File: src/hw/rtl/wpp_pkg.sv
// Shared types, tags and codes for the WAV PCM16 stream parser.
// Used by wpp_parser, wpp_result_queue and wav_pcm16_stream_parser_unit.
`timescale 1ns / 1ps

package wpp_pkg;

	// result kinds
	localparam logic [1:0] KIND_SAMPLE = 2'd0;
	localparam logic [1:0] KIND_FORMAT = 2'd1;
	localparam logic [1:0] KIND_STATUS = 2'd2;

	// file status codes
	localparam logic [2:0] ST_OK        = 3'd0;
	localparam logic [2:0] ST_NOT_WAVE  = 3'd1;
	localparam logic [2:0] ST_BAD_FMT   = 3'd2;
	localparam logic [2:0] ST_NO_DATA   = 3'd3;
	localparam logic [2:0] ST_TRUNCATED = 3'd4;
	localparam logic [2:0] ST_SHORT_FMT = 3'd5;

	// big-endian view of the four ASCII tag bytes as they shift in
	localparam logic [31:0] TAG_RIFF = 32'h5249_4646;
	localparam logic [31:0] TAG_WAVE = 32'h5741_5645;
	localparam logic [31:0] TAG_FMT  = 32'h666D_7420;
	localparam logic [31:0] TAG_DATA = 32'h6461_7461;

	localparam logic [31:0] FMT_MIN_LEN = 32'd16;
	localparam logic [15:0] PCM_BITS    = 16'd16;

	typedef enum logic [2:0] {
		PH_HDR  = 3'd0,
		PH_CHDR = 3'd1,
		PH_SKIP = 3'd2,
		PH_FMT  = 3'd3,
		PH_DATA = 3'd4
	} phase_t;

	typedef struct packed {
		logic [1:0]         kind;
		logic signed [15:0] sample_value;
		logic               channel_index;
		logic [1:0]         channel_count;
		logic [31:0]        sample_rate_hz;
		logic [2:0]         status_code;
		logic               run_last;
	} result_t;

	// results produced by one byte, in order
	typedef struct packed {
		logic [1:0] count;
		result_t    r0;
		result_t    r1;
	} parse_out_t;

	function automatic result_t status_item(input logic [2:0] st);
		result_t r;
		r             = '0;
		r.kind        = KIND_STATUS;
		r.status_code = st;
		return r;
	endfunction

	function automatic result_t format_item(input logic [1:0] chc, input logic [31:0] rate);
		result_t r;
		r                = '0;
		r.kind           = KIND_FORMAT;
		r.channel_count  = chc;
		r.sample_rate_hz = rate;
		return r;
	endfunction

	function automatic result_t sample_item(input logic [15:0] smp, input logic chi);
		result_t r;
		r               = '0;
		r.kind          = KIND_SAMPLE;
		r.sample_value  = smp;
		r.channel_index = chi;
		return r;
	endfunction

endpackage

File: src/hw/rtl/wpp_parser.sv
// Byte-level RIFF/WAVE chunk walker: parse state registers plus the
// per-byte next-state and result logic. Depends on wpp_pkg.
`timescale 1ns / 1ps

module wpp_parser (
	input  logic                clk,
	input  logic                arst_n,
	input  logic                take,
	input  logic [7:0]          file_byte,
	input  logic                end_of_file,
	output wpp_pkg::parse_out_t res
);

	wpp_pkg::phase_t phase_q, phase_n;
	logic [3:0]  off_q, off_n;
	logic [31:0] id_q, id_n;
	logic [31:0] left_q, left_n;
	logic        pad_q, pad_n;
	logic [3:0]  fmt_off_q, fmt_off_n;
	logic [15:0] ch_q, ch_n;
	logic [31:0] rate_q, rate_n;
	logic [15:0] bits_q, bits_n;
	logic [31:0] frames_q, frames_n;
	logic        cur_q, cur_n;
	logic [7:0]  low_q, low_n;
	logic        dec_q, dec_n;

	logic [31:0] len_w;
	logic        fmt_ok;
	logic [2:0]  eof_st;

	assign fmt_ok = (bits_q == wpp_pkg::PCM_BITS) && (ch_q == 16'd1 || ch_q == 16'd2);

	always_comb begin
		phase_n   = phase_q;
		off_n     = off_q;
		id_n      = id_q;
		left_n    = left_q;
		pad_n     = pad_q;
		fmt_off_n = fmt_off_q;
		ch_n      = ch_q;
		rate_n    = rate_q;
		bits_n    = bits_q;
		frames_n  = frames_q;
		cur_n     = cur_q;
		low_n     = low_q;
		dec_n     = dec_q;
		len_w     = (off_q == 4'd0) ? 32'd0 : left_q;
		eof_st    = wpp_pkg::ST_NO_DATA;
		res       = '0;

		if (!dec_q) begin
			unique case (phase_q)
				wpp_pkg::PH_HDR: begin
					id_n = {id_q[23:0], file_byte};
					if (off_q == 4'd3 && id_n != wpp_pkg::TAG_RIFF) begin
						res.r0    = wpp_pkg::status_item(wpp_pkg::ST_NOT_WAVE);
						res.count = 2'd1;
						dec_n     = 1'b1;
					end else if (off_q == 4'd11 && id_n != wpp_pkg::TAG_WAVE) begin
						res.r0    = wpp_pkg::status_item(wpp_pkg::ST_NOT_WAVE);
						res.count = 2'd1;
						dec_n     = 1'b1;
					end
					if (off_q >= 4'd11) begin
						phase_n = wpp_pkg::PH_CHDR;
						off_n   = 4'd0;
					end else begin
						off_n = off_q + 4'd1;
					end
				end
				wpp_pkg::PH_CHDR: begin
					if (off_q < 4'd4) begin
						id_n = {id_q[23:0], file_byte};
					end else begin
						len_w[{off_q[1:0], 3'b000} +: 8] = file_byte;
					end
					left_n = len_w;
					if (off_q == 4'd7) begin
						off_n = 4'd0;
						pad_n = len_w[0];
						if (id_q == wpp_pkg::TAG_FMT) begin
							if (len_w < wpp_pkg::FMT_MIN_LEN) begin
								res.r0    = wpp_pkg::status_item(wpp_pkg::ST_SHORT_FMT);
								res.count = 2'd1;
								dec_n     = 1'b1;
							end else begin
								fmt_off_n = 4'd0;
								phase_n   = wpp_pkg::PH_FMT;
							end
						end else if (id_q == wpp_pkg::TAG_DATA) begin
							if (!fmt_ok) begin
								res.r0    = wpp_pkg::status_item(wpp_pkg::ST_BAD_FMT);
								res.count = 2'd1;
								dec_n     = 1'b1;
							end else begin
								res.r0    = wpp_pkg::format_item(ch_q[1:0], rate_q);
								res.count = 2'd1;
								// frame is 2 or 4 bytes
								frames_n  = (ch_q == 16'd1) ? {1'b0, len_w[31:1]}
								                            : {2'b00, len_w[31:2]};
								cur_n     = 1'b0;
								phase_n   = wpp_pkg::PH_DATA;
								if (frames_n == 32'd0) begin
									res.r1    = wpp_pkg::status_item(wpp_pkg::ST_OK);
									res.count = 2'd2;
									dec_n     = 1'b1;
								end
							end
						end else begin
							phase_n = (len_w == 32'd0 && !len_w[0]) ? wpp_pkg::PH_CHDR
							                                         : wpp_pkg::PH_SKIP;
						end
					end else begin
						off_n = off_q + 4'd1;
					end
				end
				wpp_pkg::PH_SKIP: begin
					if (left_q != 32'd0) begin
						left_n = left_q - 32'd1;
					end else begin
						pad_n = 1'b0;
					end
					phase_n = (left_n == 32'd0 && !pad_n) ? wpp_pkg::PH_CHDR
					                                       : wpp_pkg::PH_SKIP;
					off_n   = 4'd0;
				end
				wpp_pkg::PH_FMT: begin
					case (fmt_off_q) inside
						4'd2:             ch_n = {8'h00, file_byte};
						4'd3:             ch_n[15:8] = file_byte;
						4'd4:             rate_n = {24'h00_0000, file_byte};
						4'd5, 4'd6, 4'd7: rate_n[{fmt_off_q[1:0], 3'b000} +: 8] = file_byte;
						4'd14:            bits_n = {8'h00, file_byte};
						4'd15:            bits_n[15:8] = file_byte;
						default:          ;
					endcase
					if (left_q != 32'd0) begin
						left_n = left_q - 32'd1;
					end
					if (fmt_off_q == 4'd15) begin
						phase_n = (left_n == 32'd0 && !pad_q) ? wpp_pkg::PH_CHDR
						                                       : wpp_pkg::PH_SKIP;
						off_n   = 4'd0;
					end else begin
						fmt_off_n = fmt_off_q + 4'd1;
					end
				end
				wpp_pkg::PH_DATA: begin
					if (!off_q[0]) begin
						low_n = file_byte;
						off_n = 4'd1;
					end else begin
						off_n     = 4'd0;
						res.r0    = wpp_pkg::sample_item({file_byte, low_q}, cur_q);
						res.count = 2'd1;
						if (ch_q == 16'd2 && !cur_q) begin
							cur_n = 1'b1;
						end else begin
							cur_n    = 1'b0;
							frames_n = frames_q - 32'd1;
							if (frames_n == 32'd0) begin
								res.r1    = wpp_pkg::status_item(wpp_pkg::ST_OK);
								res.count = 2'd2;
								dec_n     = 1'b1;
							end
						end
					end
				end
				default: begin
					phase_n = wpp_pkg::PH_HDR;
				end
			endcase
		end

		if (end_of_file) begin
			if (!dec_n) begin
				case (phase_n) inside
					wpp_pkg::PH_HDR:                  eof_st = wpp_pkg::ST_NOT_WAVE;
					wpp_pkg::PH_FMT, wpp_pkg::PH_DATA: eof_st = wpp_pkg::ST_TRUNCATED;
					default:                          eof_st = wpp_pkg::ST_NO_DATA;
				endcase
				if (res.count == 2'd0) begin
					res.r0 = wpp_pkg::status_item(eof_st);
				end else begin
					res.r1 = wpp_pkg::status_item(eof_st);
				end
				res.count = res.count + 2'd1;
			end
			// every file starts from a clean state
			phase_n   = wpp_pkg::PH_HDR;
			off_n     = 4'd0;
			id_n      = 32'd0;
			left_n    = 32'd0;
			pad_n     = 1'b0;
			fmt_off_n = 4'd0;
			ch_n      = 16'd0;
			rate_n    = 32'd0;
			bits_n    = 16'd0;
			frames_n  = 32'd0;
			cur_n     = 1'b0;
			low_n     = 8'd0;
			dec_n     = 1'b0;
		end

		if (res.count == 2'd1) begin
			res.r0.run_last = 1'b1;
		end else if (res.count == 2'd2) begin
			res.r1.run_last = 1'b1;
		end
	end

	always_ff @(posedge clk or negedge arst_n) begin
		if (!arst_n) begin
			phase_q   <= wpp_pkg::PH_HDR;
			off_q     <= 4'd0;
			id_q      <= 32'd0;
			left_q    <= 32'd0;
			pad_q     <= 1'b0;
			fmt_off_q <= 4'd0;
			ch_q      <= 16'd0;
			rate_q    <= 32'd0;
			bits_q    <= 16'd0;
			frames_q  <= 32'd0;
			cur_q     <= 1'b0;
			low_q     <= 8'd0;
			dec_q     <= 1'b0;
		end else if (take) begin
			phase_q   <= phase_n;
			off_q     <= off_n;
			id_q      <= id_n;
			left_q    <= left_n;
			pad_q     <= pad_n;
			fmt_off_q <= fmt_off_n;
			ch_q      <= ch_n;
			rate_q    <= rate_n;
			bits_q    <= bits_n;
			frames_q  <= frames_n;
			cur_q     <= cur_n;
			low_q     <= low_n;
			dec_q     <= dec_n;
		end
	end

	a_two_results_last: assert property (@(posedge clk) disable iff (!arst_n)
		res.count == 2'd2 |-> !res.r0.run_last && res.r1.run_last)
		else $error("two results per byte but run_last misplaced");

	a_eof_clears: assert property (@(posedge clk) disable iff (!arst_n)
		take && end_of_file |=> phase_q == wpp_pkg::PH_HDR && !dec_q && off_q == 4'd0)
		else $error("state not cleared after end of file");

	a_status_decides: assert property (@(posedge clk) disable iff (!arst_n)
		take && !end_of_file && res.count != 2'd0 &&
		((res.count == 2'd1 && res.r0.kind == wpp_pkg::KIND_STATUS) ||
		 (res.count == 2'd2 && res.r1.kind == wpp_pkg::KIND_STATUS)) |=> dec_q)
		else $error("status emitted but file not marked decided");

	a_data_fmt_ok: assert property (@(posedge clk) disable iff (!arst_n)
		phase_q == wpp_pkg::PH_DATA |-> fmt_ok)
		else $error("data phase entered with unsupported format");

endmodule

File: src/hw/rtl/wpp_result_queue.sv
// Three-entry shift queue for result items; takes up to two per cycle,
// presents one per cycle on the output channel while out_stall is low. Depends on wpp_pkg.
`timescale 1ns / 1ps

module wpp_result_queue (
	input  logic                clk,
	input  logic                arst_n,
	input  wpp_pkg::parse_out_t push,
	input  logic                out_stall,
	output logic                out_valid,
	output wpp_pkg::result_t    head,
	output logic                room
);

	wpp_pkg::result_t slot_q [3];
	logic [1:0] count_q;
	logic [1:0] base;
	logic       pop;

	assign out_valid = (count_q != 2'd0);
	assign pop       = out_valid && !out_stall;
	assign base      = count_q - {1'b0, pop};
	// at least two free entries after this cycle's pop
	assign room      = !base[1];
	assign head      = slot_q[0];

	// new results land at the first free entries after the shift
	always_ff @(posedge clk) begin
		if (push.count != 2'd0 && base == 2'd0) begin
			slot_q[0] <= push.r0;
		end else if (pop) begin
			slot_q[0] <= slot_q[1];
		end
		if (push.count != 2'd0 && base == 2'd1) begin
			slot_q[1] <= push.r0;
		end else if (push.count == 2'd2 && base == 2'd0) begin
			slot_q[1] <= push.r1;
		end else if (pop) begin
			slot_q[1] <= slot_q[2];
		end
		if (push.count == 2'd2 && base == 2'd1) begin
			slot_q[2] <= push.r1;
		end
	end

	always_ff @(posedge clk or negedge arst_n) begin
		if (!arst_n) begin
			count_q <= 2'd0;
		end else begin
			count_q <= base + push.count;
		end
	end

	a_no_overflow: assert property (@(posedge clk) disable iff (!arst_n)
		push.count != 2'd0 |-> ({1'b0, base} + {1'b0, push.count}) <= 3'd3)
		else $error("result queue overflow");

	a_full_after_pair: assert property (@(posedge clk) disable iff (!arst_n)
		$rose(count_q == 2'd3) |-> $past(push.count) == 2'd2)
		else $error("queue filled without a two-result byte");

endmodule

File: src/hw/rtl/wav_pcm16_stream_parser_unit.sv
// WAV PCM16 stream parser, top level: input byte register, parser core and
// result queue. Depends on wpp_pkg, wpp_parser, wpp_result_queue.
//
// Usage: feed a RIFF/WAVE file one byte per in_valid/in_stall transaction,
// end_of_file high on its last byte. For each file the block emits one
// format item at the first data chunk if its format is supported, then
// interleaved signed Q15 samples, and always exactly one status item;
// run_last flags the last result that a byte caused. Results leave on
// the out_valid/out_stall channel. An accepted byte is held in the input
// byte register, parsed once the three-entry result queue has room and
// written to it; its head offers the first result. Throughput: one byte
// per cycle while in_stall is low; two results of one byte (format plus
// empty status, last sample plus status) leave in turn via the queue's output.
// When the receiver stalls, results collect in the queue and in_stall rises
// once the queue cannot take two more; nothing is dropped.
// Reset clears the parse state and both channels; the block then expects
// the RIFF tag at the next byte. end_of_file also returns it to that state.
`timescale 1ns / 1ps

module wav_pcm16_stream_parser_unit (
	input  logic               clk,
	input  logic               arst_n,
	input  logic               in_valid,
	output logic               in_stall,
	input  logic [7:0]         file_byte,
	input  logic               end_of_file,
	output logic               out_valid,
	input  logic               out_stall,
	output logic [1:0]         kind,
	output logic signed [15:0] sample_value,
	output logic               channel_index,
	output logic [1:0]         channel_count,
	output logic [31:0]        sample_rate_hz,
	output logic [2:0]         status_code,
	output logic               run_last
);

	logic       valid_s1;
	logic [7:0] byte_s1;
	logic       eof_s1;
	logic       room;
	logic       take;
	logic       in_fire;

	wpp_pkg::parse_out_t parsed;
	wpp_pkg::parse_out_t push;
	wpp_pkg::result_t    head;

	assign take     = valid_s1 && room;
	assign in_stall = valid_s1 && !take;
	assign in_fire  = in_valid && !in_stall;

	always_ff @(posedge clk or negedge arst_n) begin
		if (!arst_n) begin
			valid_s1 <= 1'b0;
		end else begin
			valid_s1 <= in_fire || (valid_s1 && !take);
		end
	end

	always_ff @(posedge clk) begin
		if (in_fire) begin
			byte_s1 <= file_byte;
			eof_s1  <= end_of_file;
		end
	end

	wpp_parser u_parser (
		.clk         (clk),
		.arst_n      (arst_n),
		.take        (take),
		.file_byte   (byte_s1),
		.end_of_file (eof_s1),
		.res         (parsed)
	);

	// results only count for a byte actually consumed this cycle
	always_comb begin
		push = parsed;
		if (!take) begin
			push.count = 2'd0;
		end
	end

	wpp_result_queue u_queue (
		.clk       (clk),
		.arst_n    (arst_n),
		.push      (push),
		.out_stall (out_stall),
		.out_valid (out_valid),
		.head      (head),
		.room      (room)
	);

	assign kind           = head.kind;
	assign sample_value   = head.sample_value;
	assign channel_index  = head.channel_index;
	assign channel_count  = head.channel_count;
	assign sample_rate_hz = head.sample_rate_hz;
	assign status_code    = head.status_code;
	assign run_last       = head.run_last;

endmodule
File: config.mk
export PLATFORM = sky130hd
export DESIGN_NAME = wav_pcm16_stream_parser_unit
export DESIGN_NICKNAME = d
export VERILOG_FILES = /design/src/hw/rtl/wpp_pkg.sv /design/src/hw/rtl/wpp_parser.sv /design/src/hw/rtl/wpp_result_queue.sv /design/src/hw/rtl/wav_pcm16_stream_parser_unit.sv
export SDC_FILE = /design/constraint.sdc
export NUM_CORES = 1
export LEC_CHECK = 0
export BUFFER_PORTS_ARGS = -buffer_cell sky130_fd_sc_hd__buf_2
export CORE_MARGIN = 3
export CORE_UTILIZATION = 58
export DETAILED_ROUTE_END_ITERATION = 8
export GPL_ROUTABILITY_DRIVEN = 0
export PLACE_DENSITY = 0.84
export SLEW_MARGIN = 20
export SYNTH_ARGS = -nofsm -noshare
export SYNTH_HDL_FRONTEND = slang
export SYNTH_SLANG_ARGS = --single-unit
export TNS_END_PERCENT = 1
File: constraint.sdc
create_clock -name clk -period 8.3 [get_ports clk]
set_input_delay 0 -clock clk [delete_from_list [all_inputs] [get_ports clk]]
set_output_delay 0 -clock clk [all_outputs]
set_load 0.05 [all_outputs]
==> flow_summary.yaml <==
floorplanning:
  core_area_sq_um: 30100
  ios: 72
  design.die.area_sq_um: 33200
  die-height_um: 182
  row_count: 63
  die_width_um: 182
  start_util: 0.599
clocking:
  ctsHtreeMaxLevel: 2
  cts_max_path_buffers: 3
  clock_latency_ns: 0.53
  postCtsSetupRepairBufs: 0
  cts-buffers-inserted: 35
  cts_sinks: 313
  post_cts_resize_count: 0
  root_buffer: "clkbuf_16"
  tritoncts: "built"
  clkTransAtPathRegs_ns: 0.06
grt:
  gr-usage-met1: 0.372
  grt-ovfl-total: 0
  grt.met2_usage: 0.456
  grt_pass1_wl_mm: 78.1
  grt_pass1_vias: 14940
  grt_usage: 0.287
  grt_max_degree: 79
  grtUsageMet3: 0.0568
  busiest_layer: "met2"
  antenna_found_initial: 0
synthesis:
  synth_area_leaders: "dfrtp_1 26%, edfxtp_1 21%, nand2_1 7.2%"
  synth_top_area_frac: 0.257
  synth_cell_types: 92
  synth_nets: 2029
  synthTopCellsByCount: "347 x nand2_1, 194 x o21ai_0, 185 x dfrtp_1"
  yosys.area.top_type: "dfrtp_1"
  syn_area_sq_um: 18000
  synth.most_common_cell: "nand2_1"
  ys_warn_count: 0
  async_reset_ff_frac: 0.591
  synth_edf_count: 128
  ys_ff_latch: 313
  seq_area_frac_synth: 0.470
  synth_cells: 1997
  avgSynthCellArea_sq_um: 9.02
  ys.flop_type: "dfrtp_1"
cells_and_area:
  area_growth_pct: 7.91
  drive_above_1_share: 0.112
  num-nets-final: 1992
  diodes: 0
timing:
  timing.fmax_mhz: 164
  fin_skew_ns: 0.0267
  hold_viol: 0
  slew_headroom: 0.221
  period_minus_slack_ns: 6.09
  finalSetupTns_ns: 0
  worstMarginPinSlew_ns: 1.17
  finalMaxSlewViolations: 0
  period_share: 0.733
  rsz0062_at_grt: "no"
  setup_viol: 0
hold_path:
  hp-class: "primary input to flip-flop"
routing:
  wl_mm: 49.4
  drc_errors: 15
  via_per_inst: 6.69
  num_vias: 15905
  dr.pass1.iters: 9
  avgRoutedWirePerCell_um: 20.8
  drtAntennaViolNets: 0
  drtIter0Drc: 2076
setup_path:
  startpoint_type: "flip-flop"
  crit_required_ns: 8.58
  worstSetupPathType: "flip-flop to flip-flop"
  cp_max_fo: 29
  critPathArrivalTime_ns: 6.36
  endpoint_kind: "flip-flop"
placement:
  hpwlAfterDp_mm: 33.2
  numPortBuffers: 71
run_status:
  violations: "design-rule violations"
  status: "finished, violations left"
pwr:
  peakVddDrop_uv: 170
  leakagePower_nw: 7.88
  p_total_mw: 6.86
  powerDensity_nw_per_um2: 353
run:
  max_cap_viol_count: 0
==> worst max-delay path, stage by stage, from the launching register on <==
cell	delay [ns]
dfrtp_1	0.68
inv_1	0.22
ha_1	0.45
nor3b_2	0.28
a21oi_1	0.72
a32oi_2	0.28
and4_1	0.24
nand4_1	0.19
nor2_1	0.08
a211oi_1	0.57
a31o_2	0.36
ha_1	0.27
or3_4	0.42
a31oi_4	0.45
buf_16	0.24
buf_4	0.24
o21ai_1	0.11
==> placed cells by master (no fill, tap or decap), types with 28 or more instances in the layout <==
cell type | netlist | routed
a31oi_1 | 29 | 29
clkbuf_16 | 0 | 35
edfxtp_1 | 128 | 128
nor4_1 | 36 | 36
o21ai_0 | 194 | 194
inv_1 | 39 | 39
o21ai_1 | 55 | 53
a22o_1 | 34 | 34
nor2_1 | 133 | 133
mux2_2 | 28 | 28
a21oi_1 | 80 | 80
nor2b_1 | 73 | 72
dfrtp_1 | 185 | 185
buf_2 | 13 | 71
nand2_1 | 347 | 345
nor3_1 | 52 | 52
nand3_1 | 36 | 36
==> what timing repair did <==
action | CTS | global route
hold endpoints to repair | 58 | 0
setup endpoints to repair | 0 | 0
hold buffers | 13 | 0
==> layer usage <==
layer,up-vias,part of all wire
li1,7131,-
met1,7527,0.39
met2,1003,0.46
met3,244,0.099
met4,0,0.057
met5,-,0
==> power by group <==
group	switching (mW)	internal, mW	total [mW]
clock	0.637	0.886	1.52
sequential	0.346	2.16	2.50
combinational	2.01	0.816	2.83
==> per-stage QoR <==
step                cell area, sq um  hold WS [ns]  setup WS [ns]  utilization  instances
finish                         19400         0.114           2.21        0.646       2376
global route                   19400         0.142           1.87        0.646       2376
CTS                            19400         0.104           2.03        0.644       2374
detailed placement             18100       -0.0202           2.06        0.602       2298
global placement               18100       -0.0204           2.28        0.601       2297
floorplan                      18000        -0.296           2.75            -       1997
==> sequential cells by signal (all words and copies together) (netlist names), 2 cells and up <==
| register | count |
|---|---|
| u_parser.ch_q | 16 |
| u_parser.id_q | 32 |
| u_parser.bits_q | 16 |
| u_parser.frames_q | 32 |
| u_parser.low_q | 8 |
| byte_s1 | 8 |
| u_queue.count_q | 2 |
| u_parser.rate_q | 32 |
| u_queue.slot_q | 119 |
| u_parser.off_q | 4 |
| u_parser.fmt_off_q | 4 |
| u_parser.phase_q | 3 |
| u_parser.left_q | 32 |
==> kinds of logic after synthesis <==
logic type / count (synthesis) / synth area share
compound gates: 552 / 0.192
xor+xnor: 17 / 0.00826
fa+ha+maj: 19 / 0.0132
buf+inv: 220 / 0.0612
flops: 313 / 0.470
mux: 45 / 0.0271
simple gates: 831 / 0.228
==> worst paths after layout <==
path | start | to | slack, ns | cells after the start
setup reg to reg | u_parser.off_q[0]$_DFFE_PN0P_ | u_queue.slot_q[0][49]$_DFFE_PP_ | 2.21 | 16
hold / removal | out_stall | u_queue.slot_q[0][57]$_DFFE_PP_ | 0.11 | 3
setup / recovery | u_parser.off_q[0]$_DFFE_PN0P_ | u_queue.slot_q[0][49]$_DFFE_PP_ | 2.21 | 16
max in group asynchronous | arst_n | u_parser.id_q[17]$_DFFE_PN0P_ | 6.78 | 4
hold reg to reg | u_parser.id_q[30]$_DFFE_PN0P_ | u_parser.id_q[30]$_DFFE_PN0P_ | 0.48 | 2
min in group asynchronous | arst_n | u_parser.frames_q[19]$_DFFE_PN0P_ | 0.45 | 3
==> layout make-up <==
| type | instances | area, sq um |
|---|---|---|
| fill | 2317 | 10700 |
| timing repair buffer | 107 | 724 |
| inverter | 39 | 146 |
| multi-input combinational | 1464 | 8480 |
| sequential | 313 | 8470 |
| tap | 390 | 488 |
| clock inverter | 16 | 170 |
| clock buffer | 47 | 961 |
Note: power is estimated with default switching activity, not from simulation.
